[src/rtl/assert_macros.svh]
// Assertion macros shared by the key press/release tracker RTL.
`ifndef ASSERT_MACROS_SVH
`define ASSERT_MACROS_SVH

// Checked on every clock edge once reset is released.
`define KPRT_ASSERT(lbl, clk, rst_n, prop, msg) \
	lbl: assert property (@(posedge clk) disable iff (!rst_n) prop) else $error(msg);

// Checked on every clock edge, reset included.
`define KPRT_ASSERT_ALWAYS(lbl, clk, prop, msg) \
	lbl: assert property (@(posedge clk) prop) else $error(msg);

`endif

[src/rtl/kprt_pkg.sv]
// Types and constants of the key press/release tracker.
`default_nettype none

package kprt_pkg;

	localparam int NUM_CODES_DEF     = 224;
	localparam int KEYS_PER_SCAN_DEF = 10;
	localparam int MAX_RESULTS       = 20;
	localparam int RES_CNT_W         = $clog2(MAX_RESULTS + 1);
	localparam int HITS_W            = 4;
	localparam int CODE_W            = 8;
	localparam int STATUS_W          = 2;

	// Bit positions inside one key status entry.
	localparam int HIT_BIT  = 0;
	localparam int HELD_BIT = 1;

	// Input action codes.
	localparam logic ACT_HIT = 1'b0;
	localparam logic ACT_END = 1'b1;

	typedef struct packed {
		logic              action;
		logic [CODE_W-1:0] key_code;
	} kprt_in_t;

	typedef struct packed {
		logic [CODE_W-1:0] event_code;
		logic              is_press;
		logic              last;
	} kprt_out_t;

	typedef enum logic [2:0] {
		ST_IDLE,
		ST_HIT_WR,
		ST_WALK_RD,
		ST_WALK_EV,
		ST_FLUSH
	} kprt_state_t;

endpackage

`default_nettype wire

[src/rtl/kprt_ram.sv]
// Generic simple dual-port RAM with one write port and a registered read port.
`default_nettype none

module kprt_ram #(
	parameter int WIDTH = 2,
	parameter int DEPTH = 224,
	parameter int AW    = (DEPTH > 1) ? $clog2(DEPTH) : 1
) (
	input  wire logic             clk,
	input  wire logic             wr_en,
	input  wire logic [AW-1:0]    wr_addr,
	input  wire logic [WIDTH-1:0] wr_data,
	input  wire logic             rd_en,
	input  wire logic [AW-1:0]    rd_addr,
	output logic      [WIDTH-1:0] rd_data
);

	logic [WIDTH-1:0] mem_q [DEPTH];

	always_ff @(posedge clk) begin
		if (wr_en) begin
			mem_q[wr_addr] <= wr_data;
		end
		if (rd_en) begin
			rd_data <= mem_q[rd_addr];
		end
	end

endmodule

`default_nettype wire

[src/rtl/key_press_release_tracker_top.sv]
// Top level of the key press/release tracker: control sequencer around the key status RAM.
`default_nettype none

// A key hit beat is read from the status RAM in ST_IDLE and written back in ST_HIT_WR.
// An end-of-scan beat starts a walk over all codes through the single status RAM, each code
// read in ST_WALK_RD and handled in ST_WALK_EV, then ST_FLUSH; the walk holds while the output is stalled.
// The first event of a scan waits as the pending event and leaves the block only when the
// walk finds the next event or reaches ST_FLUSH.
// Reset (arst_n low) clears the per-entry valid bits, so every key reads as neither hit nor
// held; no clearing pass runs and the block takes a beat in ST_IDLE straight after reset.

module key_press_release_tracker_top #(
	parameter int NUM_CODES     = kprt_pkg::NUM_CODES_DEF,
	parameter int KEYS_PER_SCAN = kprt_pkg::KEYS_PER_SCAN_DEF
) (
	input  wire logic                clk,
	input  wire logic                arst_n,
	input  wire logic                in_valid,
	output logic                     in_ready,
	input  wire kprt_pkg::kprt_in_t  in_data,
	output logic                     out_valid,
	input  wire logic                out_ready,
	output kprt_pkg::kprt_out_t      out_data
);

	import kprt_pkg::*;
`include "assert_macros.svh"

	localparam int AW = (NUM_CODES > 1) ? $clog2(NUM_CODES) : 1;

	kprt_state_t st_q, st_d;

	// Status RAM port signals.
	logic                rd_en, wr_en;
	logic [AW-1:0]       rd_addr, wr_addr;
	logic [STATUS_W-1:0] wr_data, rd_data;

	// One valid bit per entry; an entry that was never written reads as zero.
	logic [NUM_CODES-1:0] vld_q;
	logic                 vld_s1;

	logic [AW-1:0]        code_q;
	logic [AW-1:0]        idx_q;
	logic [HITS_W-1:0]    hits_q;
	logic [RES_CNT_W-1:0] n_q;

	// The pending event waits until the walk knows whether it is the last one.
	logic       pend_v_q;
	kprt_out_t  pend_q;
	logic       out_valid_q;
	kprt_out_t  out_q;

	logic [STATUS_W-1:0] old_st;
	logic                code_ok, hit_ok, is_ev, emit, out_free, stall, idx_last;
	logic                push, push_last, walk_step, start_walk, take_hit;

	kprt_ram #(
		.WIDTH(STATUS_W),
		.DEPTH(NUM_CODES),
		.AW   (AW)
	) u_status_ram (
		.clk    (clk),
		.wr_en  (wr_en),
		.wr_addr(wr_addr),
		.wr_data(wr_data),
		.rd_en  (rd_en),
		.rd_addr(rd_addr),
		.rd_data(rd_data)
	);

	// Decode of the current beat and of the entry read back from the RAM.
	always_comb begin
		code_ok  = ({1'b0, in_data.key_code} < 9'(NUM_CODES));
		hit_ok   = code_ok && (hits_q < HITS_W'(KEYS_PER_SCAN));
		old_st   = vld_s1 ? rd_data : '0;
		is_ev    = old_st[HIT_BIT] ^ old_st[HELD_BIT];
		emit     = is_ev && (n_q < RES_CNT_W'(MAX_RESULTS));
		out_free = !out_valid_q || out_ready;
		// A new event can only displace the pending one if the output register has room.
		stall    = emit && pend_v_q && !out_free;
		idx_last = (idx_q == AW'(NUM_CODES - 1));
	end

	// Next state.
	always_comb begin
		st_d = st_q;
		unique case (st_q)
			ST_IDLE: begin
				if (in_valid) begin
					if (in_data.action == ACT_END) begin
						st_d = ST_WALK_RD;
					end else if (hit_ok) begin
						st_d = ST_HIT_WR;
					end
				end
			end
			ST_HIT_WR: st_d = ST_IDLE;
			ST_WALK_RD: st_d = ST_WALK_EV;
			ST_WALK_EV: begin
				if (!stall) begin
					st_d = idx_last ? ST_FLUSH : ST_WALK_RD;
				end
			end
			ST_FLUSH: begin
				if (!pend_v_q || out_free) begin
					st_d = ST_IDLE;
				end
			end
			default: st_d = ST_IDLE;
		endcase
	end

	// Outputs of the sequencer.
	always_comb begin
		in_ready   = 1'b0;
		rd_en      = 1'b0;
		rd_addr    = idx_q;
		wr_en      = 1'b0;
		wr_addr    = idx_q;
		wr_data    = '0;
		push       = 1'b0;
		push_last  = 1'b0;
		walk_step  = 1'b0;
		start_walk = 1'b0;
		take_hit   = 1'b0;
		unique case (st_q)
			ST_IDLE: begin
				in_ready = 1'b1;
				rd_addr  = in_data.key_code[AW-1:0];
				if (in_valid && in_data.action == ACT_END) begin
					start_walk = 1'b1;
				end else if (in_valid && hit_ok) begin
					take_hit = 1'b1;
					rd_en    = 1'b1;
				end
			end
			ST_HIT_WR: begin
				wr_en   = 1'b1;
				wr_addr = code_q;
				wr_data[HIT_BIT]  = 1'b1;
				wr_data[HELD_BIT] = old_st[HELD_BIT];
			end
			ST_WALK_RD: begin
				rd_en = 1'b1;
			end
			ST_WALK_EV: begin
				if (!stall) begin
					walk_step = 1'b1;
					wr_en     = 1'b1;
					// Held exactly when hit in this scan; the hit mark is cleared.
					wr_data[HELD_BIT] = old_st[HIT_BIT];
					push      = emit && pend_v_q;
				end
			end
			ST_FLUSH: begin
				push      = pend_v_q && out_free;
				push_last = 1'b1;
			end
			default: begin
				in_ready = 1'b0;
			end
		endcase
	end

	always_ff @(posedge clk or negedge arst_n) begin
		if (!arst_n) begin
			st_q        <= ST_IDLE;
			vld_q       <= '0;
			vld_s1      <= 1'b0;
			idx_q       <= '0;
			hits_q      <= '0;
			n_q         <= '0;
			pend_v_q    <= 1'b0;
			out_valid_q <= 1'b0;
		end else begin
			st_q <= st_d;
			if (wr_en) begin
				vld_q[wr_addr] <= 1'b1;
			end
			if (rd_en) begin
				vld_s1 <= vld_q[rd_addr];
			end
			if (take_hit) begin
				hits_q <= hits_q + 1'b1;
			end
			if (start_walk) begin
				idx_q <= '0;
				n_q   <= '0;
			end
			if (walk_step) begin
				idx_q <= idx_q + 1'b1;
				if (emit) begin
					n_q      <= n_q + 1'b1;
					pend_v_q <= 1'b1;
				end
				if (idx_last) begin
					hits_q <= '0;
				end
			end
			if (st_q == ST_FLUSH && push) begin
				pend_v_q <= 1'b0;
			end
			if (push) begin
				out_valid_q <= 1'b1;
			end else if (out_ready) begin
				out_valid_q <= 1'b0;
			end
		end
	end

	// Payload registers.
	always_ff @(posedge clk) begin
		if (take_hit) begin
			code_q <= in_data.key_code[AW-1:0];
		end
		if (walk_step && emit) begin
			pend_q.event_code <= CODE_W'(idx_q);
			pend_q.is_press   <= old_st[HIT_BIT];
			pend_q.last       <= 1'b0;
		end
		if (push) begin
			out_q.event_code <= pend_q.event_code;
			out_q.is_press   <= pend_q.is_press;
			out_q.last       <= push_last;
		end
	end

	assign out_valid = out_valid_q;
	assign out_data  = out_q;

	`KPRT_ASSERT(a_res_cap, clk, arst_n, n_q <= RES_CNT_W'(MAX_RESULTS), "event count over limit")
	`KPRT_ASSERT(a_hit_wr_once, clk, arst_n, st_q == ST_HIT_WR |=> st_q == ST_IDLE, "hit wr stuck")
	`KPRT_ASSERT(a_idle_no_pend, clk, arst_n, st_q == ST_IDLE |-> !pend_v_q, "pending event left")
	`KPRT_ASSERT(a_hits_cap, clk, arst_n, hits_q <= HITS_W'(KEYS_PER_SCAN), "hit count over limit")

endmodule

`default_nettype wire
[config.mk]
export PLATFORM = sky130hd
export DESIGN_NAME = key_press_release_tracker_top
export DESIGN_NICKNAME = d
export VERILOG_FILES = /design/src/rtl/kprt_pkg.sv /design/src/rtl/kprt_ram.sv /design/src/rtl/key_press_release_tracker_top.sv
export VERILOG_INCLUDE_DIRS = /design/src /design/src/rtl
export SDC_FILE = /design/constraint.sdc
export NUM_CORES = 1
export LEC_CHECK = 0
export ABC_AREA = 1
export BUFFER_PORTS_ARGS = -buffer_cell sky130_fd_sc_hd__buf_2
export CORE_UTILIZATION = 50
export CTS_CLUSTER_SIZE = 25
export DETAILED_ROUTE_END_ITERATION = 10
export GPL_TIMING_DRIVEN = 0
export PLACE_DENSITY = 0.72
export SYNTH_ARGS = -nofsm -noshare
export SYNTH_HDL_FRONTEND = slang
export SYNTH_HIERARCHICAL = 1
export SYNTH_SLANG_ARGS = --single-unit
[constraint.sdc]
create_clock -name clk -period 22.8 [get_ports clk]
set_clock_uncertainty 0.15 [all_clocks]
set_input_delay 3.42 -clock clk [delete_from_list [all_inputs] [get_ports clk]]
set_output_delay 3.42 -clock clk [all_outputs]
set_load 0.03 [all_outputs]
# After elaboration in Yosys (flattened, before gate mapping)
# Memories as Yosys holds them, arrays and structs flattened. A register that Yosys moved wholly into a read port is not among the register bits.
# Index checks and enable logic that the tools add are counted.
# Widths: inputs -> output; s select.
word_totals:
  ramBits: 448
  ff_bits: 274
  n_memories: 1
  output_inout_bits: 12
memory_table:
  columns: ["memory", "words", "word_bits", "rd", "rd_ports_with_merged_regs", "write_ports", "line_no", "text"]
  rows:
  - ["u_status_ram.mem_q", 224, 2, 1, 1, 1, "kprt_ram.sv:18", "logic [WIDTH-1:0] mem_q [DEPTH];"]
classes:
  n_reduce_logical: 22
  n_bitwise: 2
  n_mux: 45
  order_cmp: 6
  addsub: 3
  n_eq_ne: 9
ops:
  columns: ["op", "count"]
  rows:
  - ["$or 224x224->224", 1]
  - ["$mux 8", 4]
  - ["$mux 1", 21]
  - ["$lt 8x9->1 const B", 2]
  - ["$mux 3", 6]
  - ["$mux 5", 3]
  - ["$mux 4", 3]
  - ["$pmux 3 s4", 1]
  - ["$logic_and 1x1->1", 10]
  - ["$add 8x1->8 const B", 1]
  - ["$bmux 1 s8", 1]
  - ["$demux 1 s8", 1]
  - ["$eq 8x8->1 const B", 1]
  - ["$ge 8x1->1 const B", 1]
  - ["$lt 8x8->1 const B", 1]
  - ["$pmux 1 s2", 4]
  - ["$reduce_bool 2->1", 4]
  - ["$eq 3x2->1 const B", 2]
  - ["$ne 2x2->1 const B", 3]
  - ["$add 5x1->5 const B", 1]
  - ["$lt 5x5->1 const B", 1]
  - ["$add 4x1->4 const B", 1]
  - ["$lt 4x4->1 const B", 1]
  - ["$reduce_and 4->1", 1]
  - ["other kinds (9)", 12]

# Logic depth before layout (Yosys ltp)
# Gate-level depths: netlist of the first run.
logic_depth:
  ltp_word: 10
  depth_mapped: 21

# Hierarchy
# The synthesis of the first run kept the hierarchy.
modules_own_cells:
  columns: ["mod", "area_per_inst_um2", "instances", "seq_area_each_um2", "cells_each"]
  rows:
  - ["kprt_ram", 19337.3, 1, 13513.0, 1811]
  - ["key_press_release_tracker_top", 12628.4, 1, 6991.7, 1440]

# Worst setup path before layout of the first run
# OpenSTA, ideal clock, no wires.
synth_timing:
  path_type: "input port to flip-flop"
  startpoint: "input port out_ready"
  endpoint: "memory u_status_ram.mem_q[0][1], data pin"
  setup_ns: 1.414
  arrival_time_ns: 9.846
  path_buffers: 0
  path_stages: 6
  setup_slack_ns: 11.391
  required_time_ns: 21.236
  cell_sequence: "nor2_1 -> inv_1 -> nor2_1 -> inv_1 -> nand2_2 -> o22ai_1"
synth_between:
  elab_chain_cells: 5
synth_rtl:
  columns: ["element", "line_no", "text"]
  rows:
  - ["start: declaration", "key_press_release_tracker_top.sv:22", "input wire logic out_ready,"]
  - ["$logic_or 1x1->1", "key_press_release_tracker_top.sv:78", "out_free = !out_valid_q || out_ready;"]
  - ["$logic_not 1->1", "key_press_release_tracker_top.sv:80", "stall = emit && pend_v_q && !out_free;"]
  - ["$logic_and 1x1->1", "key_press_release_tracker_top.sv:80", null]
  - ["$mux 1", "key_press_release_tracker_top.sv:147", "if (!stall) begin"]
  - ["$pmux 1 s2", "key_press_release_tracker_top.sv:126", "unique case (st_q)"]
  - ["named net wr_data[1]", "key_press_release_tracker_top.sv:36", "logic [STATUS_W-1:0] wr_data, rd_data;"]
  - ["end: declaration", "kprt_ram.sv:18", null]
# The timed path passes the listed nets, and every way through them passes these cells.

# Final worst setup path of the first run
layout_timing:
  startpoint: "input port in_data[3] in the netlist's numbering"
  endpoint: "register u_status_ram.rd_data[0] (read register of u_status_ram.mem_q), data pin"
layout_rtl:
  columns: ["element", "line_no", "text"]
  rows:
  - ["start: declaration", "key_press_release_tracker_top.sv:20", "input wire kprt_pkg::kprt_in_t in_data,"]
  - ["$mux 8", "key_press_release_tracker_top.sv:126", null]
  - ["named net rd_addr[3]", "key_press_release_tracker_top.sv:35", "logic [AW-1:0] rd_addr, wr_addr;"]
  - ["end: declaration", "kprt_ram.sv:15", "output logic [WIDTH-1:0] rd_data"]
# The timed path passes the listed nets, and every way through them passes these cells.
# A chain may end at the register's enable or synchronous reset.

==> summary.txt, run 1 <==
Status
  – Status: finished, final reports clean

Setup path
  – Flop2flop setup slack: 18.34 ns
  – Critical path arrival: 6.70 ns
  – Slowest-stage cell, CP: clkbuf_1
  – CP top delay family: buffers and inverters
  – CP most frequent cell: nand3_1
  – CP bufs+invs: 5
  – Critical path, cell by cell: buf_2 -> inv_1 -> o21ai_2 -> buf_2 -> clkbuf_1 -> clkbuf_1 -> nand3_1 -> nand3_1 -> nand2_1 -> nand2_1 -> nand3_1 -> nand3_1 -> nand2_1
  – CP required: 22.98 ns
  – CP endpoint kind: register
  – Startpoint Class: primary input
  – CP Max Fanout: 11
  – Worst path max stage delay: just under 0.7 ns
  – Crit path kind: primary input to register
  – Critical path depth: 13
  – FF-to-FF path depth: 14

STA
  – Fin. max-slew vios: 0
  – Setup TNS Final: 0 ns
  – Max_slew headroom: 15.0%
  – Worst slew pin tran: roughly 1.3 ns
  – Final setup viols: 0
  – F_max: about 0.15 GHz
  – Period utilization: 28.6%
  – Crit path time final: approximately 6.5 ns
  – RSZ-0062 raised after global routing: no
  – Hold Vio Cnt, Final: 0

Job
  – MaxCap Viol Count: 0

Logic synthesis
  – Async SR Flop Fraction: 34.1%
  – Syn_nets: 3267
  – Synth top area share: 44.8%
  – Sequential area share after synthesis: 64.1%
  – Most used DFF post-synth: edfxtp_1
  – Yosys cell types: 44
  – Cells after synthesis: roughly 3300
  – Synth top area cells: edfxtp_1 (45%), dfrtp_1 (19%), nand3_1 (9.9%), nand2_1 (9.7%), nor2_1 (3.1%)
  – Synthesized flop and latch total: 724
  – Syn_area_per_cell: between 9 and 10 um2
  – Ys Warns: 6
  – Synth Cell Area: 32000 um2
  – Post-synth top area cell: edfxtp_1
  – Post-synth EDFFs: 477

Clock network
  – Clk slew on worst S/H paths: 0.06 ns
  – Root Buffer: clkbuf_16
  – Later-pin clock latency in the skew report: 0.62 ns
  – CTS tree: done
  – Post-CTS Resized: 0
  – Post-CTS setup buffers: 0
  – Clock sink count: 724
  – CTS buffer count: 72
  – Cts hold-fix bufs: 0
  – H-Tree Depth: 3
  – Clk buf depth: 3

GRT
  – Largest net degree at the start of global routing: 126
  – Met2 Usage GRT: 44.7%
  – Number of global-route vias before repair: 23500
  – GR Util met1: between 40% and 50%
  – Initial antenna violation count: 0
  – First-pass GRT wire length: around 140 mm
  – GRT Residual Overflow: 0
  – M3 GR Usage: 5.63%
  – Top Usage Layer GRT: met2
  – Overall Global Routing Usage: 29.8%

Power
  – Clock power share: 23.4%
  – Sw Ratio: between 40% and 50%
  – PwrDens: around 140 nW/um2
  – Psw: approximately 2200 uW
  – Pint: 2790 uW
  – Combinational share of power: ~45%
  – Static Leak: 0.0145 uW
  – VDD IR max: 84.8 uV
  – Flop pwr share: 31.2%

Floorplan
  – Row Count: 92
  – Die Ht: roughly 250 um
  – DIE AREA: 64900 um2
  – Top Ports: 25
  – Starting density of the core: roughly half
  – Placeable Area: 63100 um2
  – Die width: 255 um

Finish
  – Nets: 3376
  – Util after Layout: between 50% and 60%
  – Fill cell count: 5452
  – Multi-input combinational cell area: 9370 um2
  – Share of layout cells above drive strength 1: 9.85%
  – Area Overhead vs Synth: 11.8%
  – Antenna Cells: 0
  – Register area: about 21000 um2

Drt
  – Vias: 24900
  – Final ANT Viol Nets: 0
  – Routed len/inst: 22.3 um
  – DRC: 0
  – TritonRoute pass-1 iters: 6
  – Final WL: 95.2 mm
  – Iter 0 DRT Violations: 3518
  – Vias/cell: 5.86

Placement
  – PortBufs: 24
  – Post-DP HPWL: 64.0 mm
  – Routability cong.: 0.941

Worst hold path
  – Hold Path Class: register to register
  – Hold depth: 0
-- power groups by stage --
stage          logic (uW)  registers, uW  clock network [uW]
3_3_place_gp         2140           1620                   0
2_1_floorplan        1340           1600                   0
6_report             2280           1560                1170
5_1_grt              2400           1570                1230
3_5_place_dp         2190           1590                   0
4_1_cts              2200           1560                1180
-- cell usage in the layout (no fill, tap or decap), types with 3 or more instances in the layout --
master,instances
a21oi_1,13
buf_1,8
buf_12,6
buf_16,5
buf_2,109
buf_4,34
buf_6,17
bufinv_16,5
clkbuf_1,59
clkbuf_16,75
clkbuf_8,6
clkinv_1,11
clkinv_2,10
dfrtp_1,247
edfxtp_1,477
ha_1,3
inv_1,258
inv_2,16
inv_6,4
nand2_1,830
nand2_2,4
nand3_1,632
nand3_2,7
nor2_1,267
nor2_2,7
nor3_1,5
o211ai_1,3
o211ai_2,6
o21ai_0,96
o21ai_1,108
o21ai_2,11
o21bai_1,37
o22ai_1,5
xor2_1,5
-- path summary, 6_finish.rpt --
check,start,end
worst max-delay path,in_data[3],u_status_ram/rd_data[0]$_DFFE_PP_
worst min-delay path,pend_q[3]$_DFFE_PP_,out_data[3]$_DFFE_PN_
worst max register to register,st_q[0]$_DFFE_PN0P_,u_status_ram/rd_data[0]$_DFFE_PP_
worst min register to register,pend_q[3]$_DFFE_PP_,out_data[3]$_DFFE_PN_
max in group asynchronous,arst_n,vld_q[18]$_DFFE_PN0P_
min in group asynchronous,arst_n,vld_q[155]$_DFFE_PN0P_
-- flip-flops by register name, summed over array words and instances, names as in the netlist --
signal	flops
vld_s1	1
out_data	10
u_status_ram/mem_q	448
n_q	5
pend_q	9
idx_q	8
st_q	3
vld_q	224
code_q	8
hits_q	4
pend_v_q	1
u_status_ram/rd_data	2
out_valid	1
-- metrics by stage --
step / instances / area, um2 / setup WS, ns / hold WS (ns) / power (uW)
2_1_floorplan: 3251 / 32000 / 11.39 / 0.250 / 2950
3_3_place_gp: 4121 / 33100 / 4.48 / 0.252 / 3760
3_5_place_dp: 4132 / 33400 / 15.91 / 0.255 / 3780
4_1_cts: 4258 / 35700 / 16.53 / 0.266 / 4940
5_1_grt: 4258 / 35700 / 16.28 / 0.271 / 5200
6_report: 4258 / 35700 / 16.29 / 0.268 / 5010
-- cell families after synthesis --
group,count (synthesis),synth area share (%)
multiplexers,1,0.0313
buffers and inverters,466,6.62
adder cells (fa/ha/maj),3,0.117
XOR/XNOR,7,0.192
AO/OA/AOI/OAI,288,5.21
AND/OR/NAND/NOR,1762,23.7
flip-flops,724,64.1
-- per-layer routing --
layer	vias up	part of all wire, %
li1	11100	-
met1	12000	39
met2	1634	44
met3	271	13
met4	2	4.3
met5	-	0.10
-- cells in the mapped netlist (17+ instances only) --
master	n
buf_4	34
inv_1	258
nand2_1	830
o21ai_0	96
o21bai_1	37
nor2_1	267
o21ai_1	108
buf_6	17
edfxtp_1	477
clkbuf_1	44
dfrtp_1	247
nand3_1	632
buf_2	86
-- final cells by class --
cell class | instances | area share, %
sequential | 724 | 57.4
multi-input combinational | 2061 | 26.2
clock buffer | 96 | 5.64
buffer | 189 | 3.00
tap | 846 | 2.96
inverter | 277 | 2.92
timing repair buffer | 35 | 1.09
clock inverter | 30 | 0.784
Note: power is estimated with default switching activity, not from simulation.
==> run 2: changes to the inputs <==
Settings changed: ABC_AREA 1 to 0.
Clock period 22.8 ns to 6.05 ns, I/O delays scaled along.
==> summary.txt, run 2 <==
Finish
  – Nets: 2281 (-32%)
  – Commonest non-fill, non-tap cell in the layout: edfxtp_1
  – Most frequent cells in the layout: edfxtp_1 (477), nor2_1 (272), dfrtp_1 (247)
  – Area Overhead vs Synth: 12.5%
  – Fin area: 34600 um2 (-3.3%)
  – Antenna Cells: 0 (unchanged)
  – Final non-filler cell total: 3103 (-27%)
  – Most flops, register: u_status_ram/mem_q
  – Share of layout cells above drive strength 1: 15.0% (+5.1 points)
  – Number of flip-flops in the largest register: 448 (unchanged)

Logic synthesis
  – Synth top area cells: edfxtp_1 (47%), dfrtp_1 (20%), mux4_2 (7.8%), o21bai_1 (3.8%), nor2_1 (3.3%)
  – Syn_nets: 2168 (-34%)
  – Ys Warns: 6 (unchanged)
  – Synth Cell Area: 30700 um2 (-3.9%)
  – Post-synth top area cell: edfxtp_1
  – Sequential area share after synthesis: 66.7% (+2.6 points)
  – Most used DFF post-synth: edfxtp_1
  – Yosys cell types: 64 (+45%)
  – Synth top area share: 46.6% (+1.8 points)
  – Count leader, synth: edfxtp_1
  – Cells after synthesis: 2152 (-34%)
  – Most instantiated cells after synthesis: edfxtp_1 (477), nor2_1 (272), dfrtp_1 (247)
  – Synthesized flop and latch total: 724 (unchanged)
  – Async SR Flop Fraction: 34.1% (unchanged)
  – Post-synth EDFFs: 477 (unchanged)
  – Syn_area_per_cell: 14.3 um2 (+45%)

Drt
  – DRC: 0 (unchanged)
  – Final WL: 86.0 mm (-9.6%)
  – Vias/cell: 6.56 (+12%)
  – Routed len/inst: 27.7 um (+24%)
  – Final ANT Viol Nets: 0 (unchanged)
  – Iter 0 DRT Violations: 2726 (-23%)
  – TritonRoute pass-1 iters: 8 (+2)
  – Vias: 20400 (-18%)

Floorplan
  – DIE AREA: 62500 um2 (-3.8%)
  – Placeable Area: 60600 um2 (-4.0%)
  – Starting density of the core: 50.7% (+0.055 points)
  – Die width: 250 um (-1.9%)
  – Die Ht: 250 um (-1.9%)
  – Top Ports: 25 (unchanged)
  – Row Count: 90 (-2.2%)

STA
  – Max_slew headroom: -0.729% (-16 points)
  – Setup TNS Final: 0 ns (unchanged)
  – RSZ-0062 raised after global routing: no
  – Worst slew pin tran: 1.47 ns (+0.194 ns)
  – Hold slack final: 0.115 ns (-0.153 ns)
  – Crit path time final: 5.76 ns
  – Period utilization: 95.1%
  – Fin. max-slew vios: 1 (+1)
  – Hold Vio Cnt, Final: 0 (unchanged)
  – F_max: 0.174 GHz
  – Final setup viols: 0 (unchanged)

Power
  – Static Leak: 0.0138 uW (-4.7%)
  – PwrDens: 287 nW/um2 (+100%)
  – VDD IR max: 159 uV (+87%)

Setup path
  – CP endpoint kind: register
  – FF-to-FF path depth: 11 (-3)
  – CP top delay family: buffers and inverters
  – Critical path depth: 11 (-2)
  – Slowest-stage cell, CP: buf_1
  – Critical path arrival: 5.95 ns (-0.75 ns)
  – CP bufs+invs: 6 (+1)
  – CP required: 6.24 ns (-16.74 ns)
  – Crit path kind: register to register
  – Startpoint Class: register
  – Flop2flop setup slack: 0.29 ns (-18.05 ns)
  – RR Startpoint: st_q[2]$_DFFE_PN0P_
  – Worst setup path startpoint: st_q[2]$_DFFE_PN0P_
  – CP Max Fanout: 13 (+2)
  – Worst setup path end: u_status_ram/rd_data[1]$_DFFE_PP_
  – Critical path, cell by cell: buf_4 -> nor3_2 -> buf_6 -> mux2_2 -> buf_1 -> buf_2 -> clkinv_1 -> clkbuf_1 -> mux4_2 -> o221ai_1 -> o32ai_1
  – Worst path max stage delay: 1.11 ns (+0.42 ns)
  – RR Endpoint: u_status_ram/rd_data[1]$_DFFE_PP_

GRT
  – First-pass GRT wire length: 129 mm (-9.4%)
  – Number of global-route vias before repair: 20300 (-13%)
  – GRT Residual Overflow: 0 (unchanged)
  – Initial antenna violation count: 1 (+1)
  – Largest net degree at the start of global routing: 129 (+2.4%)
  – Overall Global Routing Usage: 27.8% (-2.0 points)

Clock network
  – Cts hold-fix bufs: 0 (unchanged)
  – Clock sink count: 724 (unchanged)
  – Later-pin clock latency in the skew report: 0.63 ns (about the same)
  – CTS buffer count: 72 (unchanged)
  – CTS tree: done
  – Clk slew on worst S/H paths: 0.07 ns (about the same)
  – Clk buf depth: 3 (unchanged)
  – Post-CTS setup buffers: 0 (unchanged)
  – H-Tree Depth: 3 (unchanged)
  – Post-CTS Resized: 0 (unchanged)
  – Root Buffer: clkbuf_16

Job
  – MaxCap Viol Count: 1 (+1)

Placement
  – Post-DP Area: 32100 um2 (-3.9%)
  – Placed Cells incl. Taps: 2972 (-28%)
  – Routability cong.: 0.958 (+1.9%)
  – Post-DP HPWL: 57.1 mm (-11%)
  – PortBufs: 24 (unchanged)

Status
  – Status: finished, violations left
  – Failing checks: max-capacitance violations, max-slew violations

Worst hold path
  – Hold Path Class: primary input to asynchronous set/reset pin
run 2: kinds of logic (layout without fill, tap and decap cells):
kind of cell	after synthesis	after routing	synth area share [%]
compound gates	413	413	10.1
xor+xnor	6	6	0.171
fa+ha+maj	3	3	0.122
buf+inv	165	334	2.58
flops	724	724	66.7
mux	210	210	11.3
simple gates	631	631	9.02
run 2: final cells by class:
type / instances / area [um2]
well taps: 782 / 978
plain buffers: 139 / 704
flip-flops and latches: 724 / 20500
clock inverters: 36 / 454
clock buffers: 94 / 1990
inverters: 26 / 97.6
fillers: 4699 / 26000
repair buffers: 39 / 367
multi-input cells: 1263 / 9470
run 2: power by group:
part	switching [uW]	total, uW	internal (uW)	leakage, uW
Combinational	38.3	47.0	8.68	0.00405
Clock	1920	4650	2720	0.00119
Sequential	0.0000000000000183	5230	5230	0.00854
Total	1960	9930	7960	0.0138
run 2: how the worst min path moves through the flow:
stage                              from                endpoint  slack [ns]
floorplan           pend_q[1]$_DFFE_PP_   out_data[1]$_DFFE_PN_        0.25
global route                     arst_n  vld_q[132]$_DFFE_PN0P_        0.17
finish                           arst_n  vld_q[132]$_DFFE_PN0P_        0.12
detailed placement  pend_q[7]$_DFFE_PP_   out_data[7]$_DFFE_PN_        0.26
global placement    pend_q[2]$_DFFE_PP_   out_data[2]$_DFFE_PN_        0.25
CTS                              arst_n  vld_q[132]$_DFFE_PN0P_        0.13
run 2: stage by stage:
stage          total power, uW  worst slack, ns  utilization, %
6_report                  9930            0.295            57.1
5_1_grt                  10100            0.329            57.1
4_1_cts                   9970            0.515            57.0
3_5_place_dp              5380            0.176            53.0
3_3_place_gp              5370            -3.79            52.6
2_1_floorplan             5330           -0.197               -
run 2: layer usage:
metal  up-vias  GRT usage [%]  wire (um)
li1       8386              -          -
met1     10400           38.6      33300
met2      1374           42.2      38900
met3       232           6.64      10200
met4         0           11.7       3570
met5         -              0          0
run 2: worst reg2reg max path, delay by kind of cell (launching register included):
family / cells / cell delay (ns)
AO/OA/AOI/OAI: 2 / 0.64
flip-flops: 1 / 0.37
multiplexers: 2 / 0.98
buffers and inverters: 6 / 3.07
AND/OR/NAND/NOR: 1 / 0.26
